### config.mk
export PLATFORM = sky130hd
export DESIGN_NAME = led_matrix_chain_refresher
export DESIGN_NICKNAME = d
export VERILOG_FILES = /design/src/lmcr_pkg.sv /design/src/led_matrix_chain_refresher.sv /design/src/lmcr_frame_store.sv /design/src/lmcr_sequencer.sv
export SDC_FILE = /design/constraint.sdc
export NUM_CORES = 1
export LEC_CHECK = 0
export BUFFER_PORTS_ARGS = -buffer_cell sky130_fd_sc_hd__buf_2
export CORE_UTILIZATION = 45
export DETAILED_ROUTE_END_ITERATION = 7
export PLACE_DENSITY_LB_ADDON = 0.25
export SYNTH_ARGS = -nofsm -noshare
export SYNTH_HDL_FRONTEND = slang
export SYNTH_SLANG_ARGS = --single-unit
### constraint.sdc
create_clock -name clk_i -period 9.2 [get_ports clk_i]
set_input_delay 1.84 -clock clk_i [delete_from_list [all_inputs] [get_ports clk_i]]
set_output_delay 1.84 -clock clk_i [all_outputs]
set_load 0.01 [all_outputs]
### src/lmcr_pkg.sv
package lmcr_pkg;

  typedef enum logic [1:0] {
    ST_IDLE,
    ST_REFRESH,
    ST_INIT
  } state_e;

  localparam logic [1:0] OP_WRITE   = 2'd0;
  localparam logic [1:0] OP_REFRESH = 2'd1;
  localparam logic [1:0] OP_INIT    = 2'd2;

  // Driver chip register addresses.
  localparam logic [7:0] REG_SCAN_LIMIT = 8'h0b;
  localparam logic [7:0] REG_DECODE     = 8'h09;
  localparam logic [7:0] REG_SHUTDOWN   = 8'h0c;
  localparam logic [7:0] REG_TEST       = 8'h0f;
  localparam logic [7:0] REG_INTENSITY  = 8'h0a;

  localparam logic [7:0] SCAN_ALL_DIGITS = 8'h07;
  localparam logic [7:0] NO_DECODE       = 8'h00;
  localparam logic [7:0] NORMAL_OP       = 8'h01;
  localparam logic [7:0] TEST_OFF        = 8'h00;
  localparam logic [7:0] INTENSITY_RESET = 8'hff;

  localparam logic [5:0] REFRESH_LAST = 6'd31;
  localparam logic [5:0] INIT_LAST    = 6'd51;

  typedef struct packed {
    logic [15:0] frame_word;
    logic [1:0]  chain_slot;
    logic        latch;
    logic        last;
  } out_item_t;

  // Word broadcast by one init group: five setup registers, then eight
  // digit registers cleared to zero.
  function automatic logic [15:0] init_word(logic [3:0] grp, logic [7:0] intensity);
    logic [3:0]  digit;
    logic [15:0] word;
    digit = grp - 4'd4;
    unique case (grp)
      4'd0:    word = {REG_SCAN_LIMIT, SCAN_ALL_DIGITS};
      4'd1:    word = {REG_DECODE, NO_DECODE};
      4'd2:    word = {REG_SHUTDOWN, NORMAL_OP};
      4'd3:    word = {REG_TEST, TEST_OFF};
      4'd4:    word = {REG_INTENSITY, intensity};
      default: word = {4'h0, digit, 8'h00};
    endcase
    return word;
  endfunction

endpackage

### src/led_matrix_chain_refresher.sv
// Channel   Direction  Handshake               Payload
// input     in         in_valid_i / in_stall_o  opcode_i, row_index_i, row_bits_i
// output    out        out_valid_o / out_stall_i frame_word_o, chain_slot_o, latch_o, last_o
// config    in         cfg_we_i                 cfg_wdata_i (intensity)
//
// A row write goes to the frame store as it is accepted. A refresh first fetches
// the first row, then gives one word per cycle while the output does not stall,
// set by the single read port of the frame store feeding one output register.
// Reset clears the sequencer, the output valid bit and the row valid bits;
// rows never written read as zero. A stall on the output holds the word and
// pauses the sequencer; the input stalls while a command is running.

module led_matrix_chain_refresher #(
  parameter int FRAME_ROWS = 16
) (
  input  logic        clk_i,
  input  logic        rst_ni,
  input  logic        in_valid_i,
  output logic        in_stall_o,
  input  logic [1:0]  opcode_i,
  input  logic [3:0]  row_index_i,
  input  logic [14:0] row_bits_i,
  input  logic        cfg_we_i,
  input  logic [7:0]  cfg_wdata_i,
  output logic        out_valid_o,
  input  logic        out_stall_i,
  output logic [15:0] frame_word_o,
  output logic [1:0]  chain_slot_o,
  output logic        latch_o,
  output logic        last_o
);

  localparam int AW = $clog2(FRAME_ROWS);

  logic [7:0]          intensity_q;
  logic                wr_en, rd_en;
  logic [AW-1:0]       wr_addr, rd_addr;
  logic [14:0]         wr_data, rd_data;
  lmcr_pkg::out_item_t out_item;

  // Brightness byte, sent to the intensity register by the init sequence.
  always_ff @(posedge clk_i or negedge rst_ni) begin
    if (!rst_ni) begin
      intensity_q <= lmcr_pkg::INTENSITY_RESET;
    end else if (cfg_we_i) begin
      intensity_q <= cfg_wdata_i;
    end
  end

  // The frame store holds one entry per LED row; refresh reads it ahead
  // of each word.
  lmcr_frame_store #(
    .FRAME_ROWS(FRAME_ROWS)
  ) u_store (
    .clk_i    (clk_i),
    .rst_ni   (rst_ni),
    .wr_en_i  (wr_en),
    .wr_addr_i(wr_addr),
    .wr_data_i(wr_data),
    .rd_en_i  (rd_en),
    .rd_addr_i(rd_addr),
    .rd_data_o(rd_data)
  );

  // The sequencer walks the 32 refresh words or the 52 init words and
  // presents each through its output register.
  lmcr_sequencer #(
    .FRAME_ROWS(FRAME_ROWS)
  ) u_seq (
    .clk_i      (clk_i),
    .rst_ni     (rst_ni),
    .in_valid_i (in_valid_i),
    .in_stall_o (in_stall_o),
    .opcode_i   (opcode_i),
    .row_index_i(row_index_i),
    .row_bits_i (row_bits_i),
    .intensity_i(intensity_q),
    .wr_en_o    (wr_en),
    .wr_addr_o  (wr_addr),
    .wr_data_o  (wr_data),
    .rd_en_o    (rd_en),
    .rd_addr_o  (rd_addr),
    .rd_data_i  (rd_data),
    .out_valid_o(out_valid_o),
    .out_stall_i(out_stall_i),
    .out_item_o (out_item)
  );

  assign frame_word_o = out_item.frame_word;
  assign chain_slot_o = out_item.chain_slot;
  assign latch_o      = out_item.latch;
  assign last_o       = out_item.last;

endmodule

### src/lmcr_frame_store.sv
module lmcr_frame_store #(
  parameter int FRAME_ROWS = 16,
  localparam int AW = $clog2(FRAME_ROWS)
) (
  input  logic          clk_i,
  input  logic          rst_ni,
  input  logic          wr_en_i,
  input  logic [AW-1:0] wr_addr_i,
  input  logic [14:0]   wr_data_i,
  input  logic          rd_en_i,
  input  logic [AW-1:0] rd_addr_i,
  output logic [14:0]   rd_data_o
);

  logic [14:0] mem [FRAME_ROWS];
  logic [FRAME_ROWS-1:0] row_valid_q;
  logic [14:0] rd_data_q;
  logic        rd_valid_q;

  // Rows that were never written read as zero after reset.
  always_ff @(posedge clk_i or negedge rst_ni) begin
    if (!rst_ni) begin
      row_valid_q <= '0;
      rd_valid_q  <= 1'b0;
    end else begin
      if (wr_en_i) begin
        row_valid_q[wr_addr_i] <= 1'b1;
      end
      if (rd_en_i) begin
        rd_valid_q <= row_valid_q[rd_addr_i];
      end
    end
  end

  always_ff @(posedge clk_i) begin
    if (wr_en_i) begin
      mem[wr_addr_i] <= wr_data_i;
    end
    if (rd_en_i) begin
      rd_data_q <= mem[rd_addr_i];
    end
  end

  assign rd_data_o = rd_valid_q ? rd_data_q : 15'd0;

endmodule

### src/lmcr_sequencer.sv
module lmcr_sequencer #(
  parameter int FRAME_ROWS = 16,
  localparam int AW = $clog2(FRAME_ROWS)
) (
  input  logic                 clk_i,
  input  logic                 rst_ni,
  input  logic                 in_valid_i,
  output logic                 in_stall_o,
  input  logic [1:0]           opcode_i,
  input  logic [3:0]           row_index_i,
  input  logic [14:0]          row_bits_i,
  input  logic [7:0]           intensity_i,
  output logic                 wr_en_o,
  output logic [AW-1:0]        wr_addr_o,
  output logic [14:0]          wr_data_o,
  output logic                 rd_en_o,
  output logic [AW-1:0]        rd_addr_o,
  input  logic [14:0]          rd_data_i,
  output logic                 out_valid_o,
  input  logic                 out_stall_i,
  output lmcr_pkg::out_item_t  out_item_o
);

  localparam logic [AW-1:0] LAST_ROW = AW'(FRAME_ROWS - 1);

  lmcr_pkg::state_e    state_q, state_d;
  logic [5:0]          cnt_q, cnt_d;
  logic                out_valid_q, out_valid_d;
  lmcr_pkg::out_item_t out_item_q, out_item_d;

  logic       accept, load, word_last;
  logic [2:0] col, nxt_col;
  logic [1:0] slot, nxt_slot;
  logic [4:0] nxt_word;
  logic [7:0] hi_part, lo_part, data_byte;

  // Row feeding a refresh word: the row of the column for the first two
  // slots, the mirrored row from the bottom of the frame for the last two.
  function automatic logic [AW-1:0] row_addr(logic [2:0] c, logic [1:0] s);
    logic [AW-1:0] a;
    if (s[1]) begin
      a = LAST_ROW - AW'(c);
    end else if (c == 3'd7) begin
      a = '0;
    end else begin
      a = AW'(c);
    end
    return a;
  endfunction

  assign accept    = in_valid_i && (state_q == lmcr_pkg::ST_IDLE);
  assign load      = (state_q != lmcr_pkg::ST_IDLE) && (!out_valid_q || !out_stall_i);
  assign word_last = ((state_q == lmcr_pkg::ST_REFRESH) && (cnt_q == lmcr_pkg::REFRESH_LAST))
                  || ((state_q == lmcr_pkg::ST_INIT) && (cnt_q == lmcr_pkg::INIT_LAST));

  assign col      = cnt_q[4:2];
  assign slot     = cnt_q[1:0];
  assign nxt_word = cnt_q[4:0] + 5'd1;
  assign nxt_col  = nxt_word[4:2];
  assign nxt_slot = nxt_word[1:0];

  // Next state.
  always_comb begin
    state_d = state_q;
    unique case (state_q)
      lmcr_pkg::ST_IDLE: begin
        if (accept && (opcode_i == lmcr_pkg::OP_REFRESH)) begin
          state_d = lmcr_pkg::ST_REFRESH;
        end else if (accept && (opcode_i == lmcr_pkg::OP_INIT)) begin
          state_d = lmcr_pkg::ST_INIT;
        end
      end
      lmcr_pkg::ST_REFRESH, lmcr_pkg::ST_INIT: begin
        if (load && word_last) begin
          state_d = lmcr_pkg::ST_IDLE;
        end
      end
      default: state_d = lmcr_pkg::ST_IDLE;
    endcase
  end

  // Outputs of the sequencer: store accesses, word assembly, counter.
  always_comb begin
    hi_part = rd_data_i[14:7];
    lo_part = {rd_data_i[6:0], 1'b0};
    case (slot)
      2'd0:    data_byte = (col != 3'd7) ? hi_part : 8'h00;
      2'd1:    data_byte = (col != 3'd7) ? lo_part : 8'h00;
      2'd2:    data_byte = (col < 3'd6) ? lo_part : 8'h00;
      default: data_byte = (col < 3'd6) ? hi_part : 8'h00;
    endcase

    out_item_d.chain_slot = slot;
    out_item_d.latch      = (slot == 2'd3);
    out_item_d.last       = word_last;
    if (state_q == lmcr_pkg::ST_INIT) begin
      out_item_d.frame_word = lmcr_pkg::init_word(cnt_q[5:2], intensity_i);
    end else begin
      out_item_d.frame_word = {8'(col) + 8'd1, data_byte};
    end

    wr_en_o   = accept && (opcode_i == lmcr_pkg::OP_WRITE)
             && (32'(row_index_i) < 32'(FRAME_ROWS));
    wr_addr_o = AW'(row_index_i);
    wr_data_o = row_bits_i;

    // The read for the next word is issued together with the current one,
    // so the store data is ready when the output register frees up.
    rd_en_o   = (accept && (opcode_i == lmcr_pkg::OP_REFRESH))
             || ((state_q == lmcr_pkg::ST_REFRESH) && load);
    rd_addr_o = (state_q == lmcr_pkg::ST_IDLE) ? '0 : row_addr(nxt_col, nxt_slot);

    if (state_q == lmcr_pkg::ST_IDLE || (load && word_last)) begin
      cnt_d = '0;
    end else if (load) begin
      cnt_d = cnt_q + 6'd1;
    end else begin
      cnt_d = cnt_q;
    end

    if (load) begin
      out_valid_d = 1'b1;
    end else if (!out_stall_i) begin
      out_valid_d = 1'b0;
    end else begin
      out_valid_d = out_valid_q;
    end
  end

  always_ff @(posedge clk_i or negedge rst_ni) begin
    if (!rst_ni) begin
      state_q     <= lmcr_pkg::ST_IDLE;
      cnt_q       <= '0;
      out_valid_q <= 1'b0;
    end else begin
      state_q     <= state_d;
      cnt_q       <= cnt_d;
      out_valid_q <= out_valid_d;
    end
  end

  always_ff @(posedge clk_i) begin
    if (load) begin
      out_item_q <= out_item_d;
    end
  end

  assign in_stall_o  = (state_q != lmcr_pkg::ST_IDLE);
  assign out_valid_o = out_valid_q;
  assign out_item_o  = out_item_q;

endmodule

==> results.yml <==
global_routing:
  grt_pass1_wl_um: 43500
  track_usage_pct: 20.5
  antenna_found_initial: 2
  grt_max_degree: 63
  overflow: 0
  grt_pass1_vias: 7055
detailed_routing:
  drc: 0
  drtIter0Drc: 566
  wl_met3_um: 1390
  route.met2.wl_um: 14300
  routed_via_density: 5.66
  antenna_left: 0
  drt_pass1_iterations: 6
  num_vias: 7250
  wl_met1_um: 12500
  wirelength_um: 28700
  dr.max_layer_used: "met4"
  wl_per_cell_um: 22.5
sta:
  fin_worst_skew_ns: 0.0230
  slew_viol_final: 0
  tns_ns: 0
  finalCritPeriodShare_pct: 54.6
  rsz0062_at_grt: "no"
  fin_crit_ns: 5.02
  setup_viol: 0
  final_hold_viol_count: 0
  fmax_mhz: 199
  relSlewSlack_pct: 27.1
  worst_pin_slew_ns: 1.09
worst_hold_path:
  hold_end: "u_store.row_valid_q[3]"
  hold_path_depth: 1
  hp-start: "u_store.row_valid_q[3]"
  hp-class: "reg2reg"
logic_synthesis:
  synth_top_area_cell: "edfxtp_1"
  ys_seq_area_share_pct: 71.2
  synth-edff-count: 271
  synth_top_area_share_pct: 64.4
  ys_ff_latch: 305
  synth_cells: 813
  synth_area_leaders: "edfxtp_1, mux2i_1, dfrtp_1"
  ys_types: 63
  synth_flop_cell: "edfxtp_1"
  ys.warnings.count: 0
  netlist_area_um2: 12600
  synth_area_per_cell_um2: 15.5
  ys_async_sr_fraction_pct: 11.1
setup_path:
  cp_max_fo: 62
  cp_common_cell: "buf_4"
  rrSetupSlack_ns: 4.18
  worst_path_max_delay_cell: "buf_4"
  reg2reg_to: "u_store.rd_data_q[3]"
  worst-endpoint-required_ns: 9.43
  path_buf_inv: 2
  crit_family: "buffers and inverters"
  slowest_delay_ns: 0.91
  cp-start-kind: "flip-flop"
  r2r-start: "u_seq.cnt_q[0]"
  worstPathArrival_ns: 5.25
  reg2reg_depth: 10
  end_kind: "flip-flop"
  criticalPathCategory: "reg2reg"
  crit_chain: "ha_1, nand2b_1, o31ai_1, nand2_1, o21ai_4, buf_4, buf_4, mux2i_1, o22ai_1, or4_1"
layout:
  final_cell_mix: "edfxtp_1, mux2i_1, o22ai_1"
  layout_commonest_cell: "edfxtp_1"
  nNetsFinal: 933
  multiInputGateArea_um2: 3430
  register_area_um2: 9000
  drive_above_1_share_pct: 20.2
  syn_to_final_growth_pct: 14.2
  fillers: 2241
  post-route-util_pct: 53.0
clock_tree:
  clock_sinks: 305
  insertion_delay_ns: 0.51
  clockRootBuffer: "clkbuf_16"
  clk_path_buf_depth: 3
  cts_setup_buffers: 0
  cts_inserted_buffers: 34
  cts_tree: "yes"
  postCtsHoldBufs: 0
  htreeDepth: 2
  ctsResizeCount: 0
  clkSlewWorstSetupHoldPaths_ns: 0.06
placed_design:
  finalWeightedCongestion: 0.854
  io_buffers: 51
  hpwl_um: 16700
floorplan:
  die_area_um2: 28800
  die-height_um: 170
  row_count: 60
  start_util_pct: 46.4
  coreArea_um2: 27300
  pin_count: 56
  die_w_um: 170
power_and_ir_drop:
  power.density_nw_per_um2: 285
  fin_total_pwr_mw: 4.11
  leakage_nw: 4.95
  peakVddDrop_mv: 0.181
status:
  status: "complete, no violations"
flow_run:
  drv_cap: 0
-- power breakdown --
part	internal, mW	switching (mW)
combinational	0.442	0.638
clock	0.813	0.519
sequential	1.65	0.0569
-- how the worst max path moves through the flow --
stage,from,end,slack (ns),cells after the start
after floorplan,out_stall_i,u_store.rd_valid_q,5.01,5
after CTS,u_seq.cnt_q[0],u_store.rd_data_q[2],4.14,10
final,u_seq.cnt_q[0],u_store.rd_data_q[3],4.18,10
after global placement,u_seq.cnt_q[2],u_store.rd_data_q[4],4.37,10
after global routing,u_seq.cnt_q[0],u_store.rd_data_q[4],3.81,10
after detailed placement,u_seq.cnt_q[0],u_store.rd_data_q[2],4.15,10
-- synth_stat cells, drive strengths merged, types with 3 or more instances --
| cell | count |
|---|---|
| mux2i | 122 |
| nand4 | 3 |
| nand2b | 6 |
| o211ai | 3 |
| ha | 15 |
| or2 | 17 |
| a22o | 3 |
| nor4 | 9 |
| dfrtp | 26 |
| o2111ai | 3 |
| nor2b | 4 |
| or4 | 15 |
| nor3 | 9 |
| a22oi | 9 |
| edfxtp | 271 |
| o22ai | 61 |
| mux2 | 8 |
| xnor2 | 4 |
| o21ai | 30 |
| o31ai | 4 |
| a21oi | 15 |
| nor2 | 36 |
| dfstp | 8 |
| buf | 27 |
| inv | 12 |
| or3 | 3 |
| nand3 | 8 |
| nand2 | 45 |
| clkbuf | 11 |
-- per-stage QoR --
stage          instance area, um^2  setup slack, ns  hold WS, ns  instances
3_3_place_gp                 13300             4.37        0.446       1220
4_1_cts                      14400             4.14        0.474       1278
5_1_grt                      14400             3.81        0.496       1280
2_1_floorplan                12600             5.01        0.430        816
6_report                     14400             4.18        0.466       1280
3_5_place_dp                 13300             4.15        0.462       1220
-- layer usage --
layer  vias to the layer above  track usage (%)
li1                       3320                -
met1                      3650             27.6
met2                       236             34.6
met3                        44             2.94
met4                         0             6.11
met5                         -                0
-- cells by family (layout without fill, tap and decap cells) --
kind of cell	after synthesis	count (layout)	share of synthesized area (%)
flip-flops	305	305	71.2
AND/OR/NAND/NOR	167	167	7.03
AO/OA/AOI/OAI	139	139	7.04
multiplexers	130	130	10.4
buffers and inverters	51	141	2.29
adder cells (fa/ha/maj)	15	15	1.49
XOR/XNOR	5	5	0.555
other	1	6	0.0297
-- final cells by class --
type	count	area share, %
diodes	2	0.0347
clock inverters	13	0.971
flip-flops and latches	305	62.3
repair buffers	70	2.76
multi-input cells	460	23.7
well taps	372	3.22
inverters	13	0.338
clock buffers	45	6.62
-- flip-flops by register name, summed over array words and instances, names as in the netlist --
| name | count |
|---|---|
| u_seq.state_q | 2 |
| u_seq.out_valid_o | 1 |
| u_store.row_valid_q | 16 |
| u_store.mem | 240 |
| u_seq.out_item_o | 16 |
| u_seq.cnt_q | 6 |
| u_store.rd_data_q | 15 |
| intensity_q | 8 |
| u_store.rd_valid_q | 1 |
Power figures use the tool's default switching activity.
